===== src/ftrl_pkg.sv =====
// Shared types, register codes and Q16.16 helpers for the FTRL weight engine.
// No dependencies; every other file of the block imports this package.
package ftrl_pkg;

  localparam int unsigned IDX_W      = 10;
  localparam int unsigned Q_W        = 32;
  localparam int unsigned CFG_W      = 31;
  localparam int unsigned CFG_IDX_W  = 2;
  localparam int unsigned SQRT_STEPS = 32;
  localparam int unsigned DIV_STEPS  = 64;

  localparam logic signed [63:0] QMAX64 = 64'sd2147483647;
  localparam logic signed [63:0] QMIN64 = -64'sd2147483648;
  localparam logic signed [31:0] QMAX32 = 32'sh7fffffff;
  localparam logic signed [31:0] QMIN32 = 32'sh80000000;

  typedef enum logic [CFG_IDX_W-1:0] {
    REG_L1   = 2'd0,
    REG_L2   = 2'd1,
    REG_LR   = 2'd2,
    REG_BETA = 2'd3
  } cfg_reg_e;

  typedef struct packed {
    logic                    opcode;
    logic [IDX_W-1:0]        feature_index;
    logic signed [Q_W-1:0]   gradient;
  } in_item_t;

  typedef struct packed {
    logic signed [Q_W-1:0]   weight;
    logic                    became_nonzero;
    logic                    saturated;
  } out_item_t;

  typedef struct packed {
    logic signed [Q_W-1:0]   z;
    logic signed [Q_W-1:0]   norm;
    logic signed [Q_W-1:0]   w;
  } entry_t;

  localparam logic OP_UPDATE = 1'b0;
  localparam logic OP_READ   = 1'b1;

  // Product / 65536, truncated toward zero.
  function automatic logic signed [63:0] qtrunc16(input logic signed [63:0] p);
    logic signed [63:0] s;
    s = p >>> 16;
    if (p[63] && (p[15:0] != 16'd0)) begin
      s = s + 64'sd1;
    end
    return s;
  endfunction

  function automatic logic signed [31:0] sat32(input logic signed [63:0] v);
    logic signed [31:0] r;
    if (v > QMAX64) begin
      r = QMAX32;
    end else if (v < QMIN64) begin
      r = QMIN32;
    end else begin
      r = v[31:0];
    end
    return r;
  endfunction

  function automatic logic ovf32(input logic signed [63:0] v);
    return (v > QMAX64) || (v < QMIN64);
  endfunction

endpackage


===== src/ftrl_sqrt.sv =====
// Digit-by-digit floor square root of a 64-bit radicand, two bits per cycle.
// Uses ftrl_pkg for the step count; done pulses one cycle with the root.
module ftrl_sqrt (
  input  logic        clk_i,
  input  logic        rst_ni,
  input  logic        start_i,
  input  logic [63:0] radicand_i,
  output logic        done_o,
  output logic [31:0] root_o
);
  import ftrl_pkg::*;

  logic        busy_q;
  logic        done_q;
  logic [4:0]  cnt_q;
  logic [63:0] v_q;
  logic [33:0] rem_q;
  logic [31:0] root_q;

  logic [33:0] rem_sh;
  logic [33:0] trial;
  logic        ge;

  always_comb begin
    rem_sh = {rem_q[31:0], v_q[63:62]};
    trial  = {root_q, 2'b01};
    ge     = rem_sh >= trial;
  end

  always_ff @(posedge clk_i or negedge rst_ni) begin
    if (!rst_ni) begin
      busy_q <= 1'b0;
      done_q <= 1'b0;
      cnt_q  <= '0;
      v_q    <= '0;
      rem_q  <= '0;
      root_q <= '0;
    end else begin
      done_q <= 1'b0;
      if (start_i) begin
        busy_q <= 1'b1;
        cnt_q  <= '0;
        v_q    <= radicand_i;
        rem_q  <= '0;
        root_q <= '0;
      end else if (busy_q) begin
        v_q   <= {v_q[61:0], 2'b00};
        cnt_q <= cnt_q + 5'd1;
        if (ge) begin
          rem_q  <= rem_sh - trial;
          root_q <= {root_q[30:0], 1'b1};
        end else begin
          rem_q  <= rem_sh;
          root_q <= {root_q[30:0], 1'b0};
        end
        if (cnt_q == 5'(SQRT_STEPS - 1)) begin
          busy_q <= 1'b0;
          done_q <= 1'b1;
        end
      end
    end
  end

  assign done_o = done_q;
  assign root_o = root_q;

endmodule


===== config.mk =====
export PLATFORM = sky130hd
export DESIGN_NAME = ftrl_sqrt
export DESIGN_NICKNAME = d
export VERILOG_FILES = /design/src/ftrl_pkg.sv /design/src/ftrl_sqrt.sv
export SDC_FILE = /design/constraint.sdc
export NUM_CORES = 1
export LEC_CHECK = 0
export BUFFER_PORTS_ARGS = -buffer_cell sky130_fd_sc_hd__buf_4
export CELL_PAD_IN_SITES_DETAIL_PLACEMENT = 1
export CELL_PAD_IN_SITES_GLOBAL_PLACEMENT = 1
export CORE_MARGIN = 2
export CORE_UTILIZATION = 46
export CTS_BUF_LIST = sky130_fd_sc_hd__clkbuf_2
export DETAILED_ROUTE_END_ITERATION = 8
export PLACE_DENSITY_LB_ADDON = 0.1
export SLEW_MARGIN = 15
export SYNTH_ARGS = -nofsm -noshare
export SYNTH_HDL_FRONTEND = slang
export SYNTH_SLANG_ARGS = --single-unit

===== constraint.sdc =====
create_clock -name clk_i -period 3.2 [get_ports clk_i]
set_input_delay 0.48 -clock clk_i [delete_from_list [all_inputs] [get_ports clk_i]]
set_output_delay 0.48 -clock clk_i [all_outputs]
set_load 0.1 [all_outputs]

==> results.yml <==
synthesis:
  synth_area_sq_um: 8120
  synthMuxAreaShare: 0.122
  synth_common_cells: "135 x dfrtp_1, 97 x mux2i_1, 96 x nand2_1"
  synth.ff_latch_count: 135
  ys_warn_count: 0
  yosysMostFrequentCell: "dfrtp_1"
  synth_area_leader_cell: "dfrtp_1"
  synth_area_leaders: "dfrtp_1 42%, mux2i_1 12%, ha_1 5.5%, o21ai_0 5.4%, nand2_1 4.4%"
  syn_nets: 997
  synth.distinct_cells: 61
  synth_compound_area_frac: 0.182
  synth_top_area_frac: 0.416
  synth_edf_count: 0
  synth_fa_ha_area_frac: 0.0554
  yosys_most_used_dff: "dfrtp_1"
  synth-seq-area-share: 0.416
  synth_top_family_by_area: "compound AO/OA/AOI/OAI gates"
  syn_area_per_cell_sq_um: 9.09
  synthXorXnorAreaFrac: 0.0248
  postSynthCellCount: 894
  yosys.area_share.simple: 0.150
  synth_async_sr_flop_share: 1.00
drt:
  wl_per_cell_um: 19.7
  post-route-drc-count: 0
  drtAntennaViolNets: 0
  firstDrtPassIters: 4
  drt_iter0_markers: 392
  avgViaCountPerCell: 5.78
  drt_wl_total_mm: 25.8
  vias: 7550
placement:
  numPortBuffers: 99
  place_ws_ns: -0.114
  place_inst: 1203
  post-dp-hpwl_mm: 16.2
  gp_congestion: 0.917
layout:
  fin_cells: 1307
  areaGrowthSynthToFinish_pct: 27.5
  drive_gt1_frac: 0.199
  nets: 1171
global_routing:
  met1_usage: 0.335
  met3_usage: 0.0533
  grt.busiest_layer: "met2"
  grt_start_max_net_pins: 155
  first_global_vias: 8236
  grt_pass1_wl_mm: 41.7
  antenna_found_initial: 1
  grt.overflow.total: 0
  use_met2: 0.518
  grtUsageTotal: 0.286
pwr:
  p_leak_nw: 5.27
  ir_drop_uv: 414
  power.internal_mw: 4.24
  p_sw_frac: 0.453
  p_per_area_nw_per_um2: 748
  p_seq_frac: 0.278
  switching_power_mw: 3.51
  p_clk_frac: 0.140
  pwr-share-comb: 0.582
sta:
  rsz0062_at_grt: "yes"
  fin_skew_ns: 0.0349
  setup_slack_ns: 0.147
  fmax_mhz: 327
  final_max_slew_viol_count: 0
  final-setup-viol-count: 0
  finalSetupTns_ns: 0
  fin_hold_ws_ns: 0.253
  final.period_utilization: 0.954
  relSlewSlack: 0.314
  tightestPinTransition_ns: 1.03
  min_period_ns: 3.05
  final_hold_viol_count: 0
clock_tree:
  clockBufferDepth: 2
  worstSkewPairLatency_ns: 0.75
  cts_root_buf: "clkbuf_2"
  cts_tree: "yes"
  path_clk_slew_ns: 0.21
  numClockSinks: 135
  htree_num_levels: 4
  cts_made_buffers: 17
worst_setup_path:
  cp-start-kind: "flip-flop"
  critical_path.cell_chain: "ha_1, o21ai_0, a2111oi_1, buf_4, o21bai_1, a311oi_1, buf_4, o21bai_1, mux2_2, o221ai_1, o311a_1"
  cp-end-kind: "flip-flop"
  crit_type: "reg -> reg"
  worstPathArrival_ns: 3.75
  cp.required_ns: 3.90
  slowest_stage: "dfrtp_1"
  slowest_delay_ns: 0.45
  cp_num_buf_inv: 2
  worstPathMaxFanout: 4
  cpLargestDelayFamily: "compound AO/OA/AOI/OAI gates"
floorplan:
  start_util: 0.470
  pin_count: 100
  die_h_um: 137
  die-area_sq_um: 18700
  die_width_um: 137
  coreArea_sq_um: 17300
  rows: 48
hold_path:
  hp-class: "in -> reg"
outcome:
  status: "complete, no violations"
flow_run:
  maxCapViolations: 0
[cell type report]
cell class	instances	area, sq um
Inverter	44	165
Antenna cell	1	2.50
Sequential cell	135	3410
Clock buffer	19	95.1
Fill cell	1961	6940
Tap cell	225	282
Clock inverter	13	143
Multi-Input combinational cell	658	4440
Timing Repair Buffer	212	1820
[kinds of logic after synthesis]
group / count (synthesis)
muxes: 99
AOI/OAI and AO/OA: 232
xor gates and xnor gates: 23
DFF: 135
adders and majority gates: 36
and+or+nand+nor: 268
buffers and inverters: 101
[flip-flops by register name, indices dropped and copies added (netlist names)]
| signal | count |
|---|---|
| busy_q | 1 |
| root_o | 32 |
| done_o | 1 |
| rem_q | 32 |
| cnt_q | 5 |
| v_q | 64 |
[per-layer routing]
layer | vias to the layer above | routed length, um
li1 | 3541 | -
met1 | 3794 | 10700
met2 | 170 | 13600
met4 | 0 | 546
met5 | - | 0
met3 | 45 | 916
[per-stage QoR]
stage / instance area (sq um) / util / power (mW)
finish: 10400 / 0.599 / 7.75
global route: 10400 / 0.599 / 8.32
global placement: 9320 / 0.539 / 6.21
CTS: 10200 / 0.591 / 7.59
detailed placement: 9320 / 0.539 / 6.42
floorplan: 8160 / - / 4.98
[what timing repair did]
| item | CTS | global route |
|---|---|---|
| hold buffers | 65 | 0 |
| pin swaps | 0 | 10 |
| endpoints found under the hold margin | 127 | 0 |
| setup endpoints to repair | 3 | 33 |
| resized for setup | 2 | 13 |
| setup buffers | 0 | 6 |
[power groups by stage]
stage               Clock, mW  Combinational, mW  Sequential [mW]
finish                   1.08               4.51             2.16
global route             1.20               4.94             2.18
CTS                      1.11               4.34             2.14
detailed placement          0               4.25             2.16
global placement            0               4.06             2.15
floorplan                   0               2.81             2.17
[worst paths after layout]
path / start / to / slack [ns] / cells after the start
setup / recovery: rem_q[0] / rem_q[25] / 0.15 / 11
hold / removal: start_i / cnt_q[2] / 0.25 / 2
setup reg to reg: rem_q[0] / rem_q[25] / 0.15 / 11
hold reg to reg: rem_q[30] / rem_q[30] / 0.55 / 2
max in group asynchronous: rst_ni / root_o[0] / 2.18 / 3
min in group asynchronous: rst_ni / rem_q[15] / 0.27 / 2
[placed cells by master (no fill, tap or decap), types with 19 or more instances in the layout]
master	count
nor2_1	86
ha_1	32
o21ai_0	86
inv_1	44
clkbuf_2	19
nand2_1	96
dfrtp_1	120
dlygate4sd3_1	65
buf_4	140
mux2i_1	97
a21oi_1	41
nand3_1	25
No activity file was read; power rests on OpenSTA's default activity.
