### src/ftrl_pkg.sv
// Shared types, register codes and Q16.16 helpers for the FTRL weight engine.
// No dependencies; every other file of the block imports this package.
package ftrl_pkg;

  localparam int unsigned IDX_W      = 10;
  localparam int unsigned Q_W        = 32;
  localparam int unsigned CFG_W      = 31;
  localparam int unsigned CFG_IDX_W  = 2;
  localparam int unsigned SQRT_STEPS = 32;
  localparam int unsigned DIV_STEPS  = 64;

  localparam logic signed [63:0] QMAX64 = 64'sd2147483647;
  localparam logic signed [63:0] QMIN64 = -64'sd2147483648;
  localparam logic signed [31:0] QMAX32 = 32'sh7fffffff;
  localparam logic signed [31:0] QMIN32 = 32'sh80000000;

  typedef enum logic [CFG_IDX_W-1:0] {
    REG_L1   = 2'd0,
    REG_L2   = 2'd1,
    REG_LR   = 2'd2,
    REG_BETA = 2'd3
  } cfg_reg_e;

  typedef struct packed {
    logic                    opcode;
    logic [IDX_W-1:0]        feature_index;
    logic signed [Q_W-1:0]   gradient;
  } in_item_t;

  typedef struct packed {
    logic signed [Q_W-1:0]   weight;
    logic                    became_nonzero;
    logic                    saturated;
  } out_item_t;

  typedef struct packed {
    logic signed [Q_W-1:0]   z;
    logic signed [Q_W-1:0]   norm;
    logic signed [Q_W-1:0]   w;
  } entry_t;

  localparam logic OP_UPDATE = 1'b0;
  localparam logic OP_READ   = 1'b1;

  // Product / 65536, truncated toward zero.
  function automatic logic signed [63:0] qtrunc16(input logic signed [63:0] p);
    logic signed [63:0] s;
    s = p >>> 16;
    if (p[63] && (p[15:0] != 16'd0)) begin
      s = s + 64'sd1;
    end
    return s;
  endfunction

  function automatic logic signed [31:0] sat32(input logic signed [63:0] v);
    logic signed [31:0] r;
    if (v > QMAX64) begin
      r = QMAX32;
    end else if (v < QMIN64) begin
      r = QMIN32;
    end else begin
      r = v[31:0];
    end
    return r;
  endfunction

  function automatic logic ovf32(input logic signed [63:0] v);
    return (v > QMAX64) || (v < QMIN64);
  endfunction

endpackage

### src/ftrl_div.sv
// Restoring unsigned divider, 64-bit dividend by nonzero 32-bit divisor.
// Uses ftrl_pkg for the step count; one quotient bit per cycle.
module ftrl_div (
  input  logic        clk_i,
  input  logic        rst_ni,
  input  logic        start_i,
  input  logic [63:0] dividend_i,
  input  logic [31:0] divisor_i,
  output logic        done_o,
  output logic [63:0] quotient_o
);
  import ftrl_pkg::*;

  logic        busy_q;
  logic        done_q;
  logic [5:0]  cnt_q;
  logic [63:0] dvd_q;
  logic [31:0] dvs_q;
  logic [31:0] rem_q;
  logic [63:0] quo_q;

  logic [32:0] rem_sh;
  logic [32:0] diff;
  logic        ge;

  always_comb begin
    rem_sh = {rem_q, dvd_q[63]};
    diff   = rem_sh - {1'b0, dvs_q};
    ge     = rem_sh >= {1'b0, dvs_q};
  end

  always_ff @(posedge clk_i or negedge rst_ni) begin
    if (!rst_ni) begin
      busy_q <= 1'b0;
      done_q <= 1'b0;
      cnt_q  <= '0;
      dvd_q  <= '0;
      dvs_q  <= '0;
      rem_q  <= '0;
      quo_q  <= '0;
    end else begin
      done_q <= 1'b0;
      if (start_i) begin
        busy_q <= 1'b1;
        cnt_q  <= '0;
        dvd_q  <= dividend_i;
        dvs_q  <= divisor_i;
        rem_q  <= '0;
        quo_q  <= '0;
      end else if (busy_q) begin
        dvd_q <= {dvd_q[62:0], 1'b0};
        cnt_q <= cnt_q + 6'd1;
        rem_q <= ge ? diff[31:0] : rem_sh[31:0];
        quo_q <= {quo_q[62:0], ge};
        if (cnt_q == 6'(DIV_STEPS - 1)) begin
          busy_q <= 1'b0;
          done_q <= 1'b1;
        end
      end
    end
  end

  assign done_o     = done_q;
  assign quotient_o = quo_q;

endmodule

### config.mk
export PLATFORM = sky130hd
export DESIGN_NAME = ftrl_div
export DESIGN_NICKNAME = d
export VERILOG_FILES = /design/src/ftrl_pkg.sv /design/src/ftrl_div.sv
export SDC_FILE = /design/constraint.sdc
export NUM_CORES = 1
export LEC_CHECK = 0
export BUFFER_PORTS_ARGS = -buffer_cell sky130_fd_sc_hd__clkbuf_2
export CORE_ASPECT_RATIO = 1.4
export CORE_MARGIN = 2
export CORE_UTILIZATION = 55
export CTS_BUF_LIST = sky130_fd_sc_hd__clkbuf_2
export CTS_CLUSTER_DIAMETER = 80
export DETAILED_ROUTE_END_ITERATION = 7
export PLACE_DENSITY_LB_ADDON = 0.08
export SLEW_MARGIN = 30
export SYNTH_ARGS = -nofsm -noshare
export SYNTH_HDL_FRONTEND = slang
export SYNTH_SLANG_ARGS = --single-unit
### constraint.sdc
create_clock -name clk_i -period 3.8 [get_ports clk_i]
set_input_delay 0.76 -clock clk_i [delete_from_list [all_inputs] [get_ports clk_i]]
set_output_delay 0.76 -clock clk_i [all_outputs]
set_load 0.01 [all_outputs]
==> key figures, run 1 <==
Synth
  – Sequential share of the synthesized area: 47.7%
  – Number of distinct library cells after synthesis: 64
  – Yosys top cell area share: 47.7%
  – Post-synth EDFFs: 0
  – Largest family of logic cells by synthesized area: compound AO/OA/AOI/OAI gates
  – Yosys warns: 0
  – Top cells by area, synth: dfrtp_1, mux2i_1, nand2_1, o21ai_0, nor2_1
  – Post-synthesis compound-gate area fraction: 15.5%
  – Xor-xnor portion of the synthesized cell area: 2.01%
  – Adder-cell share of the synthesized area: 4.13%
  – Mapped Area: 0.0105 sq mm
  – Area leader, netlist: dfrtp_1
  – Ys async rst share: 100%
  – Syn Nets: 1225
  – Prevailing post-synth register cell: dfrtp_1
  – Post-Synth Simple-Gate Area: 14.0%
  – Synthesized area per cell: 9.60 sq um
  – Cells after Synth: 1092
  – Multiplexer share of the synthesized area: 12.4%
  – #FFs+latches synth: 200

Routing
  – DRC violations left: 0
  – Iter 0 DRT Violations: 352
  – Vias: 8136
  – WL per Instance: 15.2 microns
  – Routed Antenna Nets: 0
  – Pre-antenna DRT Iters: 5
  – Final wirelength: 22.4 mm
  – Vias/cell: 5.52

GRT
  – Largest net degree at the start of global routing: 126
  – Met1 Use GR: 27.2%
  – GRT Util Overall: 23.4%
  – First-pass GRT wire length: 38.7 mm
  – M2 GR Usage: 42.0%
  – Grt ovf: 0
  – Initial antenna violation count: 1
  – Vias in the first global route: 8263
  – M3 GR Usage: 5.14%
  – Busiest layer in global routing: met2

STA
  – Fmax achieved: 0.308 GHz
  – Worst-Margin Slew: 0.809 ns
  – Tmin final: 3.25 ns
  – Pins Over Slew Limit: 0
  – Rel. slew slack: 46.1%
  – Setup-failing EPs final: 0
  – RSZ-0062 raised after global routing: no
  – Final worst-path setup slack: 0.550 ns
  – Setup tns final: 0 ns
  – Final Hold Violating Endpoints: 0
  – Period utilization: 85.5%
  – Layout Skew: 0.0533 ns

Clock tree
  – PostCTS Resize Cnt: 0
  – Clock Tree Root: clkbuf_2
  – H-tree Lvls: 4
  – CTS tree: done
  – CTS buffer count: 17
  – Clk_lat worst skew: 0.80 ns
  – CTS max path bufs: 2
  – Clock sink total: 200
  – CTS clk-pin slew, worst paths: 0.34 ns

Power and ir drop
  – Power per cell area: 492 mW/mm^2
  – Static Leak: 6.59 nW
  – Max VDD drop: 0.256 mV

Floorplanning
  – Die Wd: 121 microns
  – Starting Density: 56.3%
  – Core ar.: 0.0186 sq mm
  – Die area: 0.0202 sq mm
  – Rows: 59
  – Die extent in y: 167 microns
  – I/O pin count: 164

Setup path
  – WS Path Type: register to register
  – Slowest-stage cell, CP: dfrtp_1
  – Worst setup EP type: register
  – Crit path max fanout: 20
  – Required time of the critical path: 4.51 ns
  – Setup crit start kind: register
  – Crit path DAT: 3.96 ns
  – Cell Chain, Critical Path: ha_1 > and2_1 > nand3_1 > a2111oi_4 > nor2_2 > o211a_4 > o31a_1 > buf_4 > or3_1 > a311oi_1
  – Critical Path Max Stage Delay: 0.47 ns

Finish
  – Multi-input logic area: 0.00504 sq mm
  – Final Non-Filler Cells: 1474
  – Fill cell count: 1656
  – Layout cells sized above 1: 17.8%
  – Reg area: 0.00501 sq mm
  – Commonest non-fill, non-tap cell in the layout: dfrtp_1
  – Nets@finish: 1349
  – Synth-to-Final Area Change: 12.7%
  – Most frequent cells in the layout: dfrtp_1, clkbuf_2, nand2_1, mux2i_1

Placed design
  – DPL Wire Length: 15.7 mm
  – Gp weighted congestion: 0.888
  – Placement Setup Slack: 0.589 ns
  – Placed Instances: 1440
  – Port bufs: 163

Outcome
  – Status: finished clean

Run
  – Max-cap viol count: 0

Worst hold path
  – Min-Delay Path Class: input port to register
## registers in the layout, indices dropped and copies added (netlist names)
signal,count
dvd_q,64
done_o,1
cnt_q,6
busy_q,1
dvs_q,32
quotient_o,64
rem_q,32
## repair_timing
action,4_1_cts,5_1_grt
setup buffers,0,0
endpoints found under the hold margin,80,0
hold buffers,1,0
## cell type report
cell class	instances	share of cell area, %
clock inverter	15	1.93
clock buffer	17	0.720
inverter	43	1.37
timing repair buffer	177	8.28
multi-input combinational	777	42.7
antenna	1	0.0212
sequential	200	42.4
tap	244	2.58
## per-layer routing
metal | part of all wire [%] | up-vias
li1 | - | 4050
met1 | 41 | 3881
met2 | 52 | 166
met3 | 4.6 | 39
met4 | 2.3 | 0
met5 | 0 | -
## power breakdown
group          leakage, nW  internal (mW)  switching [mW]  total, mW
combinational         3.81          0.868            1.25       2.12
sequential            2.60           2.34           0.134       2.47
clock                0.178          0.413           0.806       1.22
## path summary, 6_finish.rpt
path	from	to	slack, ns	cells after the start
max	rem_q[11]$_DFFE_PN0P_	rem_q[12]$_DFFE_PN0P_	0.55	10
min	divisor_i[16]	dvs_q[16]$_DFFE_PN0P_	0.12	3
max reg2reg	rem_q[11]$_DFFE_PN0P_	rem_q[12]$_DFFE_PN0P_	0.55	10
min reg2reg	dvs_q[30]$_DFFE_PN0P_	dvs_q[30]$_DFFE_PN0P_	0.55	2
max in group asynchronous	rst_ni	dvd_q[45]$_DFFE_PN0P_	2.39	3
min in group asynchronous	rst_ni	dvs_q[5]$_DFFE_PN0P_	0.50	2
## cells in the mapped netlist (15+ instances only)
cell type,number
dfrtp_1,200
nand2_1,158
mux2i_1,129
nor2_1,112
o21ai_0,112
clkbuf_1,55
inv_1,43
ha_1,33
a21oi_1,28
a311oi_1,22
xnor2_1,16
a21o_1,15
## stage by stage
step | total power, mW | util (%) | area (sq um) | hold WS, ns
2_1_floorplan | 4.06 | - | 10500 | 0.464
6_report | 5.81 | 63.5 | 11800 | 0.120
5_1_grt | 6.21 | 63.5 | 11800 | 0.0295
4_1_cts | 5.86 | 63.5 | 11800 | 0.0246
3_3_place_gp | 4.60 | 61.8 | 11500 | 0.497
3_5_place_dp | 4.62 | 61.8 | 11500 | 0.503
## cell families (layout without fill, tap and decap cells)
logic type                 Yosys count  after routing
muxes                              130            130
other                                0              1
DFF                                200            200
and+or+nand+nor                    341            341
AOI/OAI and AO/OA                  248            248
buffers and inverters              115            252
xor gates and xnor gates            24             24
adders and majority gates           34             34
## critical path, delay by kind of cell, from the launching register on
kind	cells	cell delay, ns
adder cells (fa/ha/maj)	1	0.39
AND/OR/NAND/NOR	4	0.89
AO/OA/AOI/OAI	4	1.20
buffers and inverters	1	0.21
flip-flops	1	0.47
Note: power is estimated with default switching activity, not from simulation.
==> run 2: changes to the inputs <==
CORE_ASPECT_RATIO = 0.7   (was 1.4)
PLACE_DENSITY = 0.78   (was not set)
PLACE_DENSITY_LB_ADDON = not set   (was 0.08)
clock period = 3.3 ns   (was 3.8 ns; I/O delays follow)
==> key figures, run 2 (synthesis gave the netlist of run 1 again) <==
Outcome
  – Status: finished clean

Placed design
  – Placement Setup Slack: 0.227 ns (-0.362 ns)
  – DPL Wire Length: 16.3 mm (+3.7%)
  – Port bufs: 163 (unchanged)
  – Gp weighted congestion: 0.924 (+4.0%)
  – Placed Instances: 1451 (+0.76%)
  – Cell area after placement: 0.0116 sq mm (+0.75%)

Clock tree
  – Clock sink total: 200 (unchanged)
  – CTS max path bufs: 2 (unchanged)
  – CTS clk-pin slew, worst paths: 0.34 ns (about the same)
  – CTS buffer count: 17 (unchanged)
  – CTS tree: done
  – Post-CTS setup buffers: 0 (unchanged)
  – H-tree Lvls: 4 (unchanged)
  – Clock Tree Root: clkbuf_2
  – Clk_lat worst skew: 0.82 ns (+0.02 ns)

STA
  – Period utilization: 92.9% (+7.3 points)
  – Setup tns final: 0 ns (unchanged)
  – Worst-Margin Slew: 0.935 ns (+0.126 ns)
  – Layout Skew: 0.0462 ns (-0.00713 ns)
  – Tmin final: 3.06 ns (-0.185 ns)
  – Rel. slew slack: 37.7% (-8.4 points)
  – Setup-failing EPs final: 0 (unchanged)
  – Pins Over Slew Limit: 0 (unchanged)
  – Hold Slack: 0.0827 ns (-0.0371 ns)
  – Final worst-path setup slack: 0.235 ns (-0.315 ns)
  – Final Hold Violating Endpoints: 0 (unchanged)
  – Fmax achieved: 0.326 GHz (+6.1%)

GRT
  – First-pass GRT wire length: 41.8 mm (+8.1%)
  – GRT Util Overall: 25.5% (+2.1 points)
  – Vias in the first global route: 8468 (+2.5%)
  – Largest net degree at the start of global routing: 98 (-22%)
  – Initial antenna violation count: 2 (+1)
  – Grt ovf: 0 (unchanged)

Finish
  – Most frequent cells in the layout: dfrtp_1, clkbuf_2, nand2_1, mux2i_1
  – Final Non-Filler Cells: 1571 (+6.6%)
  – Reg area: 0.00501 sq mm (unchanged)
  – Design Area, Final: 0.0127 sq mm (+7.7%)
  – Fill cell count: 1506 (-9.1%)
  – Commonest non-fill, non-tap cell in the layout: dfrtp_1
  – Multi-input logic area: 0.00507 sq mm (+0.42%)
  – Nets@finish: 1447 (+7.3%)
  – Layout cells sized above 1: 17.7% (-0.11 points)
  – Synth-to-Final Area Change: 21.4%
  – Utilization after layout: 67.6% (+4.1 points)

Routing
  – DRC violations left: 0 (unchanged)
  – Final wirelength: 25.2 mm (+13%)
  – Routed Antenna Nets: 0 (unchanged)
  – Vias/cell: 5.50 (-0.28%)
  – Vias: 8647 (+6.3%)
  – Iter 0 DRT Violations: 613 (+74%)
  – Pre-antenna DRT Iters: 5 (unchanged)
  – WL per Instance: 16.0 microns (+5.6%)

Setup path
  – FF-to-FF Start: rem_q[3]$_DFFE_PN0P_
  – Crit path max fanout: 9 (-55%)
  – FF-to-FF path depth: 9 (-1)
  – Worst setup EP type: register
  – Crit path DAT: 3.78 ns (-0.18 ns)
  – Required time of the critical path: 4.01 ns (-0.50 ns)
  – Setup crit start kind: register
  – CP Launch Point: rem_q[3]$_DFFE_PN0P_
  – WS Path Type: register to register

Power and ir drop
  – Power Total: 6.74 mW (+16%)
  – Static Leak: 7.00 nW (+6.2%)
  – Max VDD drop: 0.252 mV (-1.6%)
  – Power per cell area: 529 mW/mm^2 (+7.7%)

Floorplanning
  – Die extent in y: 120 microns (-29%)
  – Core ar.: 0.0188 sq mm (+1.1%)
  – Die area: 0.0202 sq mm (about the same)
  – Starting Density: 55.7% (-0.63 points)
  – I/O pin count: 164 (unchanged)
  – Die Wd: 169 microns (+40%)
  – Rows: 42 (-29%)

Worst hold path
  – Worst Hold Launch: divisor_i[18]
  – Min-Delay Path Class: input port to register
  – WHS Path Cells: 3 (unchanged)

Run
  – Max-cap viol count: 0 (unchanged)
-- run 2: changes by cell type in the layout (fill, tap and decap cells not counted), sizes merged --
| cell | before | now |
|---|---|---|
| clkbuf | 180 | 181 |
| clkinv | 5 | 7 |
| diode | 1 | 2 |
| dlygate4sd3 | 1 | 86 |
| buf | 13 | 26 |
| bufinv | 3 | 0 |
-- run 2: path summary, 6_finish.rpt --
| check | endpoint | slack (ns) |
|---|---|---|
| max | rem_q[12]$_DFFE_PN0P_ | 0.24 |
| min | dvs_q[18]$_DFFE_PN0P_ | 0.08 |
| min reg2reg | rem_q[2]$_DFFE_PN0P_ | 0.55 |
| min in group asynchronous | rem_q[14]$_DFFE_PN0P_ | 0.40 |
| max reg2reg | rem_q[12]$_DFFE_PN0P_ | 0.24 |
| max in group asynchronous | dvd_q[33]$_DFFE_PN0P_ | 1.96 |
-- run 2: repair_timing --
action,4_1_cts,5_1_grt
hold buffers,84,2
endpoints found under the hold margin,171,2
resized for setup,0,3
setup endpoints to repair,0,11
-- run 2: area by class of cell --
| class | count | area share [%] |
|---|---|---|
| Antenna cell | 2 | 0.0393 |
| Timing Repair Buffer | 275 | 15.1 |
| Tap cell | 242 | 2.38 |
| Inverter | 43 | 1.27 |
| Clock buffer | 18 | 0.708 |
| Multi-Input combinational cell | 777 | 39.8 |
| Sequential cell | 200 | 39.4 |
| Clock inverter | 14 | 1.36 |
-- run 2: power by group --
part / leakage (nW) / switching (mW) / internal (mW)
logic: 4.25 / 1.50 / 1.14
registers: 2.60 / 0.165 / 2.69
clock network: 0.155 / 0.965 / 0.271
total: 7.00 / 2.63 / 4.11
-- run 2: metal layers --
metal | track usage, % | share of wire (%)
met1 | 37.3 | 48
met2 | 39.8 | 45
met3 | 5.21 | 5.1
met4 | 5.18 | 1.3
met5 | 0 | 0
-- run 2: critical path, stage by stage, from the launching register on --
cell,delay [ns]
dfrtp_1,0.48
ha_1,0.34
nand3_1,0.12
o21bai_4,0.21
a2111oi_4,0.34
nor2_2,0.11
o211a_4,0.30
o31a_4,0.42
or3_1,0.39
a311oi_1,0.26
==> run 3: changes to the inputs <==
clock period = 3 ns   (was 3.3 ns; I/O delays follow)
==> key figures, run 3 (synthesis gave the netlist of run 1 again) <==
Routing
  – Routed Antenna Nets: 0 (unchanged)
  – Pre-antenna DRT Iters: 7 (+2)
  – WL per Instance: 16.5 microns (+2.7%)
  – DRC violations left: 0 (unchanged)
  – Vias/cell: 5.61 (+2.0%)
  – Iter 0 DRT Violations: 651 (+6.2%)
  – Vias: 9018 (+4.3%)
  – Final wirelength: 26.5 mm (+5.0%)

STA
  – Setup-failing EPs final: 0 (unchanged)
  – Layout Skew: 0.0444 ns (-0.00173 ns)
  – Fmax achieved: 0.334 GHz (+2.5%)
  – Final Hold Violating Endpoints: 0 (unchanged)
  – Worst-Margin Slew: 0.970 ns (+0.0355 ns)
  – RSZ-0062 raised after global routing: yes
  – Tmin final: 2.99 ns (-0.0748 ns)
  – Hold Slack: 0.323 ns (+0.241 ns)
  – Pins Over Slew Limit: 0 (unchanged)
  – Period utilization: 99.7% (+6.8 points)
  – Rel. slew slack: 35.3% (-2.4 points)

Setup path
  – Cell Chain, Critical Path: inv_1 > ha_1 > fa_1 > nor2b_1 > o31a_1 > a211oi_2 > o31a_1 > o21ai_2 > a211oi_2 > o31ai_4 > a311oi_1
  – Setup crit start kind: register
  – Required time of the critical path: 3.69 ns (-0.32 ns)
  – Critical Path Max Stage Delay: 0.48 ns (about the same)
  – Crit path DAT: 3.68 ns (-0.10 ns)
  – Crit path max fanout: 4 (-5)
  – Slowest-stage cell, CP: dfrtp_1
  – Worst setup EP type: register
  – CP Launch Point: dvd_q[63]$_DFFE_PN0P_
  – FF-to-FF Start: dvd_q[63]$_DFFE_PN0P_
  – WS Path Type: register to register

Clock tree
  – Clock sink total: 200 (unchanged)
  – Clk_lat worst skew: 0.80 ns (-0.02 ns)
  – CTS tree: done
  – CTS max path bufs: 2 (unchanged)
  – Clock Tree Root: clkbuf_2
  – H-tree Lvls: 4 (unchanged)
  – CTS clk-pin slew, worst paths: 0.30 ns (-0.04 ns)
  – CTS buffer count: 17 (unchanged)

Finish
  – Synth-to-Final Area Change: 26.6%
  – Utilization after layout: 70.6% (+2.9 points)
  – Nets@finish: 1484 (+2.6%)
  – Commonest non-fill, non-tap cell in the layout: dfrtp_1
  – Design Area, Final: 0.0133 sq mm (+4.3%)
  – Layout cells sized above 1: 21.0% (+3.3 points)
  – Most frequent cells in the layout: dfrtp_1, clkbuf_2, nand2_1, mux2i_1

Placed design
  – Port bufs: 163 (unchanged)
  – Cell area after placement: 0.0117 sq mm (+1.2%)
  – Gp weighted congestion: 0.896 (-3.0%)
  – DPL Wire Length: 16.3 mm (-0.33%)

Run
  – Max-cap viol count: 0 (unchanged)

Floorplanning
  – Die Wd: 169 microns (unchanged)
  – Die area: 0.0202 sq mm (unchanged)
  – Die extent in y: 120 microns (unchanged)
  – Rows: 42 (unchanged)
  – Core ar.: 0.0188 sq mm (unchanged)
  – Starting Density: 55.7% (unchanged)
  – I/O pin count: 164 (unchanged)

GRT
  – Vias in the first global route: 8709 (+2.8%)
  – GRT Util Overall: 26.5% (+0.98 points)
  – First-pass GRT wire length: 43.4 mm (+3.8%)
  – Initial antenna violation count: 1 (-1)
  – Grt ovf: 0 (unchanged)
  – Largest net degree at the start of global routing: 150 (+53%)

Worst hold path
  – Min-Delay Path Class: input port to async pin

Power and ir drop
  – Max VDD drop: 0.315 mV (+25%)
  – Static Leak: 7.19 nW (+2.7%)
  – Power per cell area: 604 mW/mm^2 (+14%)

Outcome
  – Status: finished clean
==> run 3: cell types whose count changed in the layout (fill, tap and decap cells not counted), sizes merged <==
cell / previous run / this run
clkinv: 7 / 6
buf: 26 / 50
clkinvlp: 0 / 2
clkbuf: 181 / 182
diode: 2 / 1
dlygate4sd3: 86 / 97
==> run 3: final timing paths <==
check                                                   to  slack (ns)  cells past startpoint
worst max register to register       rem_q[30]$_DFFE_PN0P_        0.01                     11
min in group clk_i              quotient_o[37]$_DFFE_PN0P_        0.35                      2
worst max-delay path                 rem_q[30]$_DFFE_PN0P_        0.01                     11
worst min register to register        dvs_q[9]$_DFFE_PN0P_        0.56                      2
max in group asynchronous            dvd_q[32]$_DFFE_PN0P_        1.94                      3
worst min-delay path                 dvs_q[14]$_DFFE_PN0P_        0.32                      2
==> run 3: area by class of cell <==
cell class	instances	area, sq um
fillers	1377	5540
diodes	1	2.50
repair buffers	312	2310
inverters	43	161
clock buffers	17	85.1
flip-flops and latches	200	5010
well taps	242	303
clock inverters	15	171
multi-input cells	777	5230
==> run 3: worst max-delay path: cells and delay by family (launching register included) <==
family,cells,cell delay [ns]
compound gates,7,1.81
flops,1,0.48
simple gates,1,0.07
buf+inv,1,0.07
fa+ha+maj,2,0.48
==> run 3: what timing repair did <==
action	4_1_cts	5_1_grt
hold endpoints to repair	160	0
hold buffers	97	0
gates resized for setup	2	34
setup endpoints to repair	10	29
pin swaps	2	17
gates cloned	0	2
setup buffers	1	11
==> run 3: layer usage <==
layer | share of wire [%] | track usage, % | vias to the layer above
li1 | - | - | 4322
met1 | 46 | 38.2 | 4327
met2 | 46 | 41.1 | 318
met3 | 5.6 | 4.85 | 51
met4 | 2.0 | 8.12 | 0
met5 | 0 | 0 | -
==> run 3: report_power, final <==
group | switching [mW] | internal, mW | leakage, nW
Combinational | 1.88 | 1.63 | 4.45
Sequential | 0.193 | 2.96 | 2.60
Clock | 1.06 | 0.287 | 0.145
==> run 3: per-stage QoR <==
stage	worst slack, ns	power (mW)	cells	TNS [ns]
5_1_grt	-0.115	8.53	1607	-0.400
4_1_cts	0.0151	7.56	1593	0
2_1_floorplan	0.290	5.14	1092	0
6_report	0.00982	8.01	1607	0
3_5_place_dp	-0.00618	6.07	1463	-0.00965
3_3_place_gp	0.117	5.99	1463	0
